[src/rtl/sorted_insert_rank_list_defines.svh]
// Assertion macros for the sorted insert rank list.
// Both expect clk and rst_n in scope at the point of use.
`ifndef SORTED_INSERT_RANK_LIST_DEFINES_SVH
`define SORTED_INSERT_RANK_LIST_DEFINES_SVH
`ifndef SYNTHESIS
`define SIRL_ASSERT(label, prop, msg) \
    label: assert property (@(posedge clk) disable iff (!rst_n) prop) else $error(msg);
`define SIRL_ASSERT_NEVER(label, cond, msg) \
    label: assert property (@(posedge clk) disable iff (!rst_n) !(cond)) else $error(msg);
`else
`define SIRL_ASSERT(label, prop, msg)
`define SIRL_ASSERT_NEVER(label, cond, msg)
`endif
`endif

[src/rtl/sirl_pkg.sv]
`timescale 1ns / 1ps
package sirl_pkg;

    localparam int DEF_CAPACITY = 64;

    localparam int OP_W     = 2;
    localparam int KEY_W    = 8;
    localparam int TAG_W    = 16;
    localparam int STATUS_W = 2;
    localparam int RANK_W   = 7;
    localparam int ENTRY_W  = KEY_W + TAG_W;

    localparam logic [OP_W-1:0] OP_INSERT = 2'd0;
    localparam logic [OP_W-1:0] OP_EMIT   = 2'd1;
    localparam logic [OP_W-1:0] OP_CLEAR  = 2'd2;

    localparam logic [STATUS_W-1:0] ST_OK    = 2'd0;
    localparam logic [STATUS_W-1:0] ST_FULL  = 2'd1;
    localparam logic [STATUS_W-1:0] ST_EMPTY = 2'd2;

    typedef enum logic [3:0] {
        S_IDLE,
        S_SRCH_RD,
        S_SRCH_CMP,
        S_SHIFT_CHK,
        S_SHIFT_RD,
        S_SHIFT_WR,
        S_INS_WR,
        S_EMIT_RD,
        S_EMIT_OUT
    } ctrl_state_t;

    // controller -> datapath
    typedef struct packed {
        logic cap;         // latch input fields
        logic srch_init;   // lo = 0, hi = count, idx = count
        logic rd_mid;      // read entry at search midpoint
        logic srch_step;   // narrow search window
        logic rd_prev;     // read entry idx - 1
        logic wr_shift;    // write read data to idx, idx--
        logic wr_ins;      // write new entry at lo, count++
        logic em_init;     // idx = 0
        logic rd_idx;      // read entry idx
        logic em_post;     // post entry result, idx++
        logic clr;         // count = 0
        logic post_ok;
        logic post_full;
        logic post_empty;
    } dp_cmd_t;

    // datapath -> controller
    typedef struct packed {
        logic full;
        logic empty;
        logic srch_fin;    // window closes after this step
        logic sh_more;     // idx > lo
        logic em_last;     // idx + 1 == count
    } dp_sts_t;

endpackage

[src/rtl/sorted_insert_rank_list.sv]
`timescale 1ns / 1ps
// Channel   Handshake                 Payload
// input     start / busy              operation, sort_key, entry_tag
// result    out_strobe (one cycle)    status, out_key, out_tag, rank, last
//
// Clear, a dropped insert and an empty emit finish in the accept cycle (busy
// stays low); their result shows on the next cycle.
// An insert landing at p in a list of n entries makes s search steps (at most
// clog2(n+1)) and shifts n-p entries; the single memory read port serves one probe
// or one shifted entry at a time. Emit of n entries gives one result per read/post.
// Reset (rst_n, async, low) empties the list; memory keeps data. No result stalls.

`include "sorted_insert_rank_list_defines.svh"

module sorted_insert_rank_list #(
    parameter int CAPACITY = sirl_pkg::DEF_CAPACITY
) (
    input  logic                          clk,
    input  logic                          rst_n,
    input  logic                          start,
    output logic                          busy,
    input  logic [sirl_pkg::OP_W-1:0]     operation,
    input  logic [sirl_pkg::KEY_W-1:0]    sort_key,
    input  logic [sirl_pkg::TAG_W-1:0]    entry_tag,
    output logic                          out_strobe,
    output logic [sirl_pkg::STATUS_W-1:0] status,
    output logic [sirl_pkg::KEY_W-1:0]    out_key,
    output logic [sirl_pkg::TAG_W-1:0]    out_tag,
    output logic [sirl_pkg::RANK_W-1:0]   rank,
    output logic                          last
);

    sirl_pkg::dp_cmd_t cmd;   // controller commands
    sirl_pkg::dp_sts_t sts;   // datapath flags

    logic ins_full;   // insert transfer while the list is full
    logic err_out;    // result with a non-ok status
    logic full_out;   // result reporting a full list

    // Sequencer: search, shift, insert and emit walks.
    sirl_ctrl u_ctrl (
        .clk       (clk),
        .rst_n     (rst_n),
        .start     (start),
        .operation (operation),
        .sts       (sts),
        .busy      (busy),
        .cmd       (cmd)
    );

    // Entry memory, search window, walk index, rank tracker, result registers.
    sirl_dpath #(
        .CAPACITY (CAPACITY)
    ) u_dpath (
        .clk        (clk),
        .rst_n      (rst_n),
        .cmd        (cmd),
        .sort_key   (sort_key),
        .entry_tag  (entry_tag),
        .sts        (sts),
        .out_strobe (out_strobe),
        .status     (status),
        .out_key    (out_key),
        .out_tag    (out_tag),
        .rank       (rank),
        .last       (last)
    );

    assign ins_full = start && !busy && operation == sirl_pkg::OP_INSERT && sts.full;
    assign err_out  = out_strobe && status != sirl_pkg::ST_OK;
    assign full_out = out_strobe && status == sirl_pkg::ST_FULL;

    // busy only rises on an accepted transfer
    `SIRL_ASSERT(a_busy_from_start, $rose(busy) |-> $past(start), "busy rose without start")
    // a result that is not the last one belongs to an emit still in flight
    `SIRL_ASSERT_NEVER(a_mid_emit_idle, out_strobe && !last && !busy, "emit ended early")
    // error and empty results are always single
    `SIRL_ASSERT(a_err_last, err_out |-> last, "status result not last")
    // insert into a full list reports full on the next cycle
    `SIRL_ASSERT(a_full_drop, ins_full |=> full_out, "full insert not reported")

endmodule

[src/rtl/sirl_dpath.sv]
`timescale 1ns / 1ps
module sirl_dpath #(
    parameter int CAPACITY = sirl_pkg::DEF_CAPACITY
) (
    input  logic                          clk,
    input  logic                          rst_n,
    input  sirl_pkg::dp_cmd_t             cmd,
    input  logic [sirl_pkg::KEY_W-1:0]    sort_key,
    input  logic [sirl_pkg::TAG_W-1:0]    entry_tag,
    output sirl_pkg::dp_sts_t             sts,
    output logic                          out_strobe,
    output logic [sirl_pkg::STATUS_W-1:0] status,
    output logic [sirl_pkg::KEY_W-1:0]    out_key,
    output logic [sirl_pkg::TAG_W-1:0]    out_tag,
    output logic [sirl_pkg::RANK_W-1:0]   rank,
    output logic                          last
);

    localparam int AW = $clog2(CAPACITY);
    localparam int CW = $clog2(CAPACITY + 1);
    localparam int KW = sirl_pkg::KEY_W;
    localparam int TW = sirl_pkg::TAG_W;
    localparam int EW = sirl_pkg::ENTRY_W;

    logic [EW-1:0] mem [CAPACITY];

    logic [KW-1:0] key_in_reg,   key_in_next;
    logic [TW-1:0] tag_in_reg,   tag_in_next;
    logic [CW-1:0] count_reg,    count_next;
    logic [CW-1:0] lo_reg,       lo_next;
    logic [CW-1:0] hi_reg,       hi_next;
    logic [CW-1:0] idx_reg,      idx_next;
    logic [CW-1:0] rank_reg,     rank_next;
    logic [KW-1:0] prev_key_reg, prev_key_next;
    logic [EW-1:0] rd_data_reg;

    logic                          strobe_reg, strobe_next;
    logic [sirl_pkg::STATUS_W-1:0] status_reg, status_next;
    logic [KW-1:0]                 okey_reg,   okey_next;
    logic [TW-1:0]                 otag_reg,   otag_next;
    logic [sirl_pkg::RANK_W-1:0]   orank_reg,  orank_next;
    logic                          last_reg,   last_next;

    logic [CW:0]   mid_sum;
    logic [CW-1:0] mid;
    logic [CW-1:0] mid_inc;
    logic [CW-1:0] lo_step;
    logic [CW-1:0] hi_step;
    logic [CW-1:0] idx_dec;
    logic [CW-1:0] idx_inc;
    logic [CW-1:0] rank_new;
    logic [KW-1:0] rd_key;
    logic [TW-1:0] rd_tag;
    logic          key_above;

    logic          rd_en;
    logic [AW-1:0] rd_addr;
    logic          wr_en;
    logic [AW-1:0] wr_addr;
    logic [EW-1:0] wr_data;

    assign rd_key    = rd_data_reg[EW-1:TW];
    assign rd_tag    = rd_data_reg[TW-1:0];
    assign mid_sum   = {1'b0, lo_reg} + {1'b0, hi_reg};
    assign mid       = mid_sum[CW:1];
    assign mid_inc   = mid + CW'(1);
    assign key_above = key_in_reg > rd_key;
    assign lo_step   = key_above ? lo_reg : mid_inc;
    assign hi_step   = key_above ? mid : hi_reg;
    assign idx_dec   = idx_reg - CW'(1);
    assign idx_inc   = idx_reg + CW'(1);
    assign rank_new  = (idx_reg == CW'(0) || rd_key != prev_key_reg) ? idx_inc : rank_reg;

    assign sts.full     = count_reg == CW'(CAPACITY);
    assign sts.empty    = count_reg == CW'(0);
    assign sts.srch_fin = !(lo_step < hi_step);
    assign sts.sh_more  = idx_reg > lo_reg;
    assign sts.em_last  = idx_inc == count_reg;

    // single read port, single write port
    always_comb
    begin
        rd_en   = cmd.rd_mid | cmd.rd_prev | cmd.rd_idx;
        rd_addr = idx_reg[AW-1:0];
        if (cmd.rd_mid)
        begin
            rd_addr = mid[AW-1:0];
        end
        else if (cmd.rd_prev)
        begin
            rd_addr = idx_dec[AW-1:0];
        end
        wr_en   = cmd.wr_shift | cmd.wr_ins;
        wr_addr = cmd.wr_ins ? lo_reg[AW-1:0] : idx_reg[AW-1:0];
        wr_data = cmd.wr_ins ? {key_in_reg, tag_in_reg} : rd_data_reg;
    end

    always_ff @(posedge clk)
    begin
        if (wr_en)
        begin
            mem[wr_addr] <= wr_data;
        end
    end

    always_ff @(posedge clk)
    begin
        if (rd_en)
        begin
            rd_data_reg <= mem[rd_addr];
        end
    end

    always_comb
    begin
        key_in_next   = cmd.cap ? sort_key : key_in_reg;
        tag_in_next   = cmd.cap ? entry_tag : tag_in_reg;
        count_next    = count_reg;
        lo_next       = lo_reg;
        hi_next       = hi_reg;
        idx_next      = idx_reg;
        rank_next     = rank_reg;
        prev_key_next = prev_key_reg;

        strobe_next = 1'b0;
        status_next = status_reg;
        okey_next   = okey_reg;
        otag_next   = otag_reg;
        orank_next  = orank_reg;
        last_next   = last_reg;

        if (cmd.srch_init)
        begin
            lo_next  = CW'(0);
            hi_next  = count_reg;
            idx_next = count_reg;
        end
        if (cmd.srch_step)
        begin
            lo_next = lo_step;
            hi_next = hi_step;
        end
        if (cmd.wr_shift)
        begin
            idx_next = idx_dec;
        end
        if (cmd.wr_ins)
        begin
            count_next = count_reg + CW'(1);
        end
        if (cmd.clr)
        begin
            count_next = CW'(0);
        end
        if (cmd.em_init)
        begin
            idx_next = CW'(0);
        end
        if (cmd.em_post)
        begin
            idx_next      = idx_inc;
            rank_next     = rank_new;
            prev_key_next = rd_key;
            strobe_next   = 1'b1;
            status_next   = sirl_pkg::ST_OK;
            okey_next     = rd_key;
            otag_next     = rd_tag;
            orank_next    = sirl_pkg::RANK_W'(rank_new);
            last_next     = sts.em_last;
        end
        if (cmd.post_ok || cmd.post_full || cmd.post_empty)
        begin
            strobe_next = 1'b1;
            status_next = sirl_pkg::ST_OK;
            if (cmd.post_full)
            begin
                status_next = sirl_pkg::ST_FULL;
            end
            else if (cmd.post_empty)
            begin
                status_next = sirl_pkg::ST_EMPTY;
            end
            okey_next  = '0;
            otag_next  = '0;
            orank_next = '0;
            last_next  = 1'b1;
        end
    end

    always_ff @(posedge clk or negedge rst_n)
    begin
        if (!rst_n)
        begin
            count_reg  <= '0;
            lo_reg     <= '0;
            hi_reg     <= '0;
            idx_reg    <= '0;
            strobe_reg <= 1'b0;
        end
        else
        begin
            count_reg  <= count_next;
            lo_reg     <= lo_next;
            hi_reg     <= hi_next;
            idx_reg    <= idx_next;
            strobe_reg <= strobe_next;
        end
    end

    always_ff @(posedge clk)
    begin
        key_in_reg   <= key_in_next;
        tag_in_reg   <= tag_in_next;
        rank_reg     <= rank_next;
        prev_key_reg <= prev_key_next;
        status_reg   <= status_next;
        okey_reg     <= okey_next;
        otag_reg     <= otag_next;
        orank_reg    <= orank_next;
        last_reg     <= last_next;
    end

    assign out_strobe = strobe_reg;
    assign status     = status_reg;
    assign out_key    = okey_reg;
    assign out_tag    = otag_reg;
    assign rank       = orank_reg;
    assign last       = last_reg;

endmodule

[src/rtl/sirl_ctrl.sv]
`timescale 1ns / 1ps
module sirl_ctrl (
    input  logic                      clk,
    input  logic                      rst_n,
    input  logic                      start,
    input  logic [sirl_pkg::OP_W-1:0] operation,
    input  sirl_pkg::dp_sts_t         sts,
    output logic                      busy,
    output sirl_pkg::dp_cmd_t         cmd
);

    sirl_pkg::ctrl_state_t state_reg, state_next;

    always_ff @(posedge clk or negedge rst_n)
    begin
        if (!rst_n)
        begin
            state_reg <= sirl_pkg::S_IDLE;
        end
        else
        begin
            state_reg <= state_next;
        end
    end

    // next state
    always_comb
    begin
        state_next = state_reg;
        case (state_reg)
            sirl_pkg::S_IDLE:
            begin
                if (start)
                begin
                    if (operation == sirl_pkg::OP_INSERT && !sts.full)
                    begin
                        state_next = sts.empty ? sirl_pkg::S_SHIFT_CHK : sirl_pkg::S_SRCH_RD;
                    end
                    else if (operation == sirl_pkg::OP_EMIT && !sts.empty)
                    begin
                        state_next = sirl_pkg::S_EMIT_RD;
                    end
                end
            end
            sirl_pkg::S_SRCH_RD:   state_next = sirl_pkg::S_SRCH_CMP;
            sirl_pkg::S_SRCH_CMP:
            begin
                state_next = sts.srch_fin ? sirl_pkg::S_SHIFT_CHK : sirl_pkg::S_SRCH_RD;
            end
            sirl_pkg::S_SHIFT_CHK:
            begin
                state_next = sts.sh_more ? sirl_pkg::S_SHIFT_RD : sirl_pkg::S_INS_WR;
            end
            sirl_pkg::S_SHIFT_RD:  state_next = sirl_pkg::S_SHIFT_WR;
            sirl_pkg::S_SHIFT_WR:  state_next = sirl_pkg::S_SHIFT_CHK;
            sirl_pkg::S_INS_WR:    state_next = sirl_pkg::S_IDLE;
            sirl_pkg::S_EMIT_RD:   state_next = sirl_pkg::S_EMIT_OUT;
            sirl_pkg::S_EMIT_OUT:
            begin
                state_next = sts.em_last ? sirl_pkg::S_IDLE : sirl_pkg::S_EMIT_RD;
            end
            default:               state_next = sirl_pkg::S_IDLE;
        endcase
    end

    // outputs
    always_comb
    begin
        cmd  = '0;
        busy = 1'b1;
        case (state_reg)
            sirl_pkg::S_IDLE:
            begin
                busy    = 1'b0;
                cmd.cap = start;
                if (start)
                begin
                    if (operation == sirl_pkg::OP_INSERT)
                    begin
                        cmd.post_full = sts.full;
                        cmd.srch_init = !sts.full;
                    end
                    else if (operation == sirl_pkg::OP_EMIT)
                    begin
                        cmd.post_empty = sts.empty;
                        cmd.em_init    = !sts.empty;
                    end
                    else if (operation == sirl_pkg::OP_CLEAR)
                    begin
                        cmd.clr     = 1'b1;
                        cmd.post_ok = 1'b1;
                    end
                end
            end
            sirl_pkg::S_SRCH_RD:   cmd.rd_mid    = 1'b1;
            sirl_pkg::S_SRCH_CMP:  cmd.srch_step = 1'b1;
            sirl_pkg::S_SHIFT_CHK: cmd           = '0;
            sirl_pkg::S_SHIFT_RD:  cmd.rd_prev   = 1'b1;
            sirl_pkg::S_SHIFT_WR:  cmd.wr_shift  = 1'b1;
            sirl_pkg::S_INS_WR:
            begin
                cmd.wr_ins  = 1'b1;
                cmd.post_ok = 1'b1;
            end
            sirl_pkg::S_EMIT_RD:   cmd.rd_idx  = 1'b1;
            sirl_pkg::S_EMIT_OUT:  cmd.em_post = 1'b1;
            default:               cmd         = '0;
        endcase
    end

endmodule

[config.mk]
export PLATFORM = sky130hd
export DESIGN_NAME = sorted_insert_rank_list
export DESIGN_NICKNAME = d
export VERILOG_FILES = /design/src/rtl/sirl_pkg.sv /design/src/rtl/sorted_insert_rank_list.sv /design/src/rtl/sirl_dpath.sv /design/src/rtl/sirl_ctrl.sv
export VERILOG_INCLUDE_DIRS = /design/src /design/src/rtl
export SDC_FILE = /design/constraint.sdc
export NUM_CORES = 2
export LEC_CHECK = 0
export BUFFER_PORTS_ARGS = -buffer_cell sky130_fd_sc_hd__buf_2
export CAP_MARGIN = 25
export CORE_ASPECT_RATIO = 2
export CORE_UTILIZATION = 48
export CTS_CLUSTER_SIZE = 24
export DETAILED_ROUTE_END_ITERATION = 6
export PLACE_DENSITY = 0.76
export SETUP_SLACK_MARGIN = 0.5
export SKIP_LAST_GASP = 1
export SYNTH_ARGS = -nofsm -noshare
export SYNTH_HDL_FRONTEND = slang
export SYNTH_HIERARCHICAL = 1
export SYNTH_SLANG_ARGS = --single-unit
[constraint.sdc]
create_clock -name clk -period 4.2 [get_ports clk]
set_input_delay 0.63 -clock clk [delete_from_list [all_inputs] [get_ports clk]]
set_output_delay 0.63 -clock clk [all_outputs]
set_load 0.01 [all_outputs]
**Yosys cells after proc, flatten, opt, wreduce, memory -nomap -nowiden**

Memory sizes are Yosys's and may differ from the RTL's. A register that Yosys moved wholly into a read port is not among the register bits.
Cells that the tools add are included.

- Bits in writable memories: 1536
- Latch bits: 0
- Bits in read-only memories: 0
- Word-level logic and storage cells: 115
- Output and inout port bits: 36
- Memories: 1
- Flip-flop bits (word level): 106
- Input port bits: 29

Memory list:

| memory | depth | width | rd ports | clocked after Yosys merged registers in | write ports | RTL line | source |
|---|---|---|---|---|---|---|---|
| u_dpath.mem | 64 | 24 | 1 | 1 | 1 | sirl_dpath.sv:25 | `logic [EW-1:0] mem [CAPACITY];` |

- Mux-type cells: 57
- Shift operators: 0
- Divide/modulo/power cells: 0
- Reductions and logical operators: 16
- Add/subtract/negate cells: 5
- $mul: 0
- Magnitude comparators: 3
- Equality and inequality tests: 15
- Bitwise logic cells: 3

Operators with widths:

| operator | number |
|---|---|
| $mux 7 | 12 |
| $pmux 4 s8 | 1 |
| $mux 2 | 12 |
| $mux 24 | 1 |
| $mux 1 | 22 |
| $add 7x1->7 const B | 3 |
| $mux 6 | 3 |
| $eq 4x3->1 const B | 4 |
| $mux 4 | 4 |
| $logic_not 7->1 | 2 |
| $add 7x7->8 | 1 |
| $eq 4x2->1 const B | 2 |
| $gt 8x8->1 | 1 |
| $ne 8x8->1 | 1 |
| $eq 7x7->1 | 1 |
| $eq 7x7->1 const B | 1 |
| $gt 7x7->1 | 1 |
| $lt 7x7->1 | 1 |
| $sub 7x1->7 const B | 1 |
| $reduce_bool 2->1 | 3 |
| $eq 4x1->1 const B | 1 |
| $eq 4x4->1 const B | 1 |
| $logic_not 4->1 | 1 |
| $reduce_bool 4->1 | 1 |
| other kinds (12) | 18 |

**Logic depth before layout (Yosys ltp)**

- Depth in word-level cells: 9
- Gate-level depth with buffers: 19
- Depth with buffers taken out: 19

**Cells and area by module**

The synthesis kept the hierarchy.

Modules (own cells, without submodules):

| module | instances | area an instance (um^2) | cells an instance | seq. area each (um^2) |
|---|---|---|---|---|
| sirl_dpath | 1 | 70291.2 | 5046 | 49442.4 |
| sirl_ctrl | 1 | 435.4 | 57 | 100.1 |

**Worst setup path before layout**

No wires, ideal clock.

- Kind: register to register
- From: register u_ctrl.state_reg[2]
- To: memory u_dpath/mem[0][17] (netlist name), data pin
- Slack: -0.411 ns
- Arrival: 3.909 ns
- Cell stages (with the launch flop): 8
- Period minus slack after synthesis: 4.611 ns
- Path buffers: 4
- Required time: 3.498 ns
- Setup time: 0.702 ns
- Cell sequence: dfrtp_1 > buf_2 > nand2b_1 > nor2_1 > clkbuf_1 > buf_1 > clkbuf_1 > o21ai_0

RTL lines:

| element | RTL line | source |
|---|---|---|
| from (decl) | sirl_ctrl.sv:12 | `sirl_pkg::ctrl_state_t state_reg, state_next;` |
| from (signal assigned) | sirl_ctrl.sv:18 | `state_reg <= sirl_pkg::S_IDLE;` |
| from (signal assigned) | sirl_ctrl.sv:22 | `state_reg <= state_next;` |
| to (decl) | sirl_dpath.sv:25 |  |

**Worst setup path in the final report**

- From: register u_dpath.lo_reg[1]
- To: register u_dpath.rd_data_reg[7] (read register of u_dpath.mem), data pin

- Longest elaborated chain between the ends: 2

RTL lines:

| element | RTL line | source |
|---|---|---|
| from (decl) | sirl_dpath.sv:30 | `logic [CW-1:0] lo_reg, lo_next;` |
| from (signal assigned) | sirl_dpath.sv:203 | `lo_reg <= lo_next;` |
| $add 7x7->8 | sirl_dpath.sv:64 | `assign mid_sum = {1'b0, lo_reg} + {1'b0, hi_reg};` |
| $mux 6 | sirl_dpath.sv:85 | `if (cmd.rd_mid)` |
| to (decl) | sirl_dpath.sv:35 | `logic [EW-1:0] rd_data_reg;` |

No other way between the ends.
A chain may end at the register's enable or synchronous reset.

==> reports/metrics.cfg <==
[status]
status=finished, final reports clean

[die]
row_count=198
die_area_sq_mm=0.149
fp.dieW_um=273
io_pins=65
start_util_pct=48.5
dieHeight_um=545
core-area_sq_mm=0.146

[finish]
fill_cells=11000
final-seq-area_sq_mm=0.0495
multi_input_area_sq_mm=0.0201
largest_reg_flops=1536
finalNetCount=5387
drive_gt1_share_pct=17.6
layout_commonest_cell=edfxtp_1
final_cell_mix=edfxtp_1 (1601), nand2_1 (1065), nand3_1 (391)
area_growth_pct=14.2

[timing]
hold_violations=0
fin_crit_sh_pct=87.1
drv_slew=0
fin_ws_ns=0.541
max-slew-margin-rel_pct=25.8
fin_skew_ns=0.0512
fmax_mhz=273
worst_pin_slew_ns=1.11
rsz0062_at_grt=true
setup_viol=0
post-route-min-period_ns=3.66

[global_routing]
first_global_vias=46800
grt_use_total_pct=27.9
grt_max_degree=159
antenna_found_initial=6
grt-ovfl-total=0
grt_pass1_wl_um=303000

[place]
dp_hpwl_um=129000
io_buffers=64
dp_slack_ns=-0.331
place_congestion=0.951

[clock_network]
cts_tree=built
cts.path.max_buffers=4
cts.clk_slew.worst_paths_ns=0.06
clock-root-buffer=clkbuf_16
cts_sinks=1666
cts_made_buffers=143
htree_levels=4
insertion_delay_ns=0.80

[worst_setup_path]
r2r_cells=12
crit_end=u_dpath/rd_data_reg[7]$_DFFE_PP_
arrival_ns=4.15
required_ns=4.69
path_depth=12
reg2reg_to=u_dpath/rd_data_reg[7]$_DFFE_PP_
crit_family=compound AO/OA/AOI/OAI gates
critPathSlowestCell=o22ai_1
crit_chain=fa_2 -> a211oi_4 -> buf_6 -> nor2_4 -> a311oi_4 -> buf_4 -> a32oi_4 -> buf_12 -> or2_1 -> buf_4 -> o22ai_1 -> nor4_4
cp-end-kind=register
crit_start=u_dpath/lo_reg[1]$_DFFE_PN0P_
reg2reg_slack_ns=0.54
cp_common_cell=buf_4
path_class=register to register
timing.rr.start=u_dpath/lo_reg[1]$_DFFE_PN0P_
cpPeakStageDelay_ns=0.57
path_buf_inv=4
cp_max_fo=23
startpoint_type=register

[route]
first_pass_iters=6
route.vias.total=47000
wl_per_cell_um=28.7
drc=0
routed_wl_um=210000
drtIter0Drc=6001
ant_nets=0
via_per_inst=6.41

[synthesis]
ys_seq_elements=1666
synth_cells=5103
synth_ff_type=edfxtp_1
synth_cell_types=88
yosysWarnings=6
synth_fp_nets=5166
seq_area_frac_synth_pct=70.0
async_reset_ff_share_pct=1.98
synth_area_leaders=edfxtp_1 (68%), nand2_1 (5.7%), mux4_2 (4.5%), nand3_1 (2.8%), mux2i_1 (2.3%)
synth.avg_cell_area_sq_um=13.9
synthesis.area_sq_mm=0.0707
synthDominantCellAreaShare_pct=68.0
synth_edf_count=1601
yosys.area.top_type=edfxtp_1

[min_path]
hold_path_class=input port to register

[flow_run]
maxCapViolCount=0

-- layout make-up --
| type | count | share of cell area [%] |
|---|---|---|
| diodes | 1 | 0.00310 |
| clock inverters | 71 | 0.809 |
| flip-flops and latches | 1666 | 61.3 |
| repair buffers | 441 | 5.22 |
| clock buffers | 173 | 4.64 |
| well taps | 1900 | 2.94 |
| multi-input cells | 3038 | 24.9 |
| inverters | 34 | 0.158 |
-- Yosys cell counts (all sizes together) (8+ instances only) --
master  count
o22ai      96
a211oi     10
dfrtp      33
o211ai    117
o21ai     108
mux4      142
mux2i     160
buf       185
dfxtp      32
a22o       26
xnor2      22
and3       52
nor2      116
a31oi     144
clkbuf    181
mux2       31
nor2b      11
nand3     392
a221oi     48
a22oi      96
inv        33
ha         33
nor4       30
nor3b       8
nand4      35
nand2b     99
edfxtp   1601
nor3       10
a21oi      85
nand2    1071
xor2       19
-- worst min path at each step --
stage                                          startpoint                          endpoint  slack [ns]  cells after the start
final                                       entry_tag[14]  u_dpath/tag_in_reg[14]$_DFFE_PP_        0.02                      1
after CTS                                   entry_tag[14]  u_dpath/tag_in_reg[14]$_DFFE_PP_       0.005                      1
after global placement    u_dpath/out_key[5]$_SDFFE_PP0P_   u_dpath/out_key[5]$_SDFFE_PP0P_        0.43                      2
after detailed placement  u_dpath/out_key[5]$_SDFFE_PP0P_   u_dpath/out_key[5]$_SDFFE_PP0P_        0.44                      2
after floorplan                                     rst_n   u_ctrl/state_reg[0]$_DFFE_PN0P_        0.33                      0
after global routing                        entry_tag[14]  u_dpath/tag_in_reg[14]$_DFFE_PP_        0.02                      1
-- repair_timing --
item	in CTS	in global routing
pin swaps	9	25
hold endpoints to repair	6	0
endpoints found under the setup margin	24	271
resized for setup	55	62
hold buffers	1	0
buffers inserted	9	21
cloned	4	3
-- logic make-up after synthesis --
group / share of synthesized area (%)
adders and majority gates: 0.612
AOI/OAI and AO/OA: 7.41
xor gates and xnor gates: 0.545
buffers and inverters: 2.51
DFF: 70.0
muxes: 7.29
and+or+nand+nor: 11.6
-- metal layers --
layer	vias up	global-route usage, %	part of all wire, %
met1	23400	29.9	31
met4	0	24.8	10
met5	-	0	0
li1	19800	-	-
met3	826	4.37	9.3
met2	2953	47.5	50
-- metrics by stage --
| stage | util, % | instance area, sq um | instances | hold slack (ns) | setup TNS (ns) |
|---|---|---|---|---|---|
| 2_1_floorplan | - | 70700 | 5103 | 0.334 | -184.25 |
| 3_3_place_gp | 51.6 | 75300 | 7036 | 0.429 | -1.10 |
| 3_5_place_dp | 51.7 | 75400 | 7038 | 0.437 | -1.10 |
| 4_1_cts | 55.0 | 80200 | 7296 | 0.00495 | 0 |
| 5_1_grt | 55.3 | 80800 | 7324 | 0.0194 | 0 |
| 6_report | 55.3 | 80800 | 7324 | 0.0247 | 0 |
Power is not shown: default switching activity piles up to over one toggle a cycle in this logic, so the estimate is an artifact.
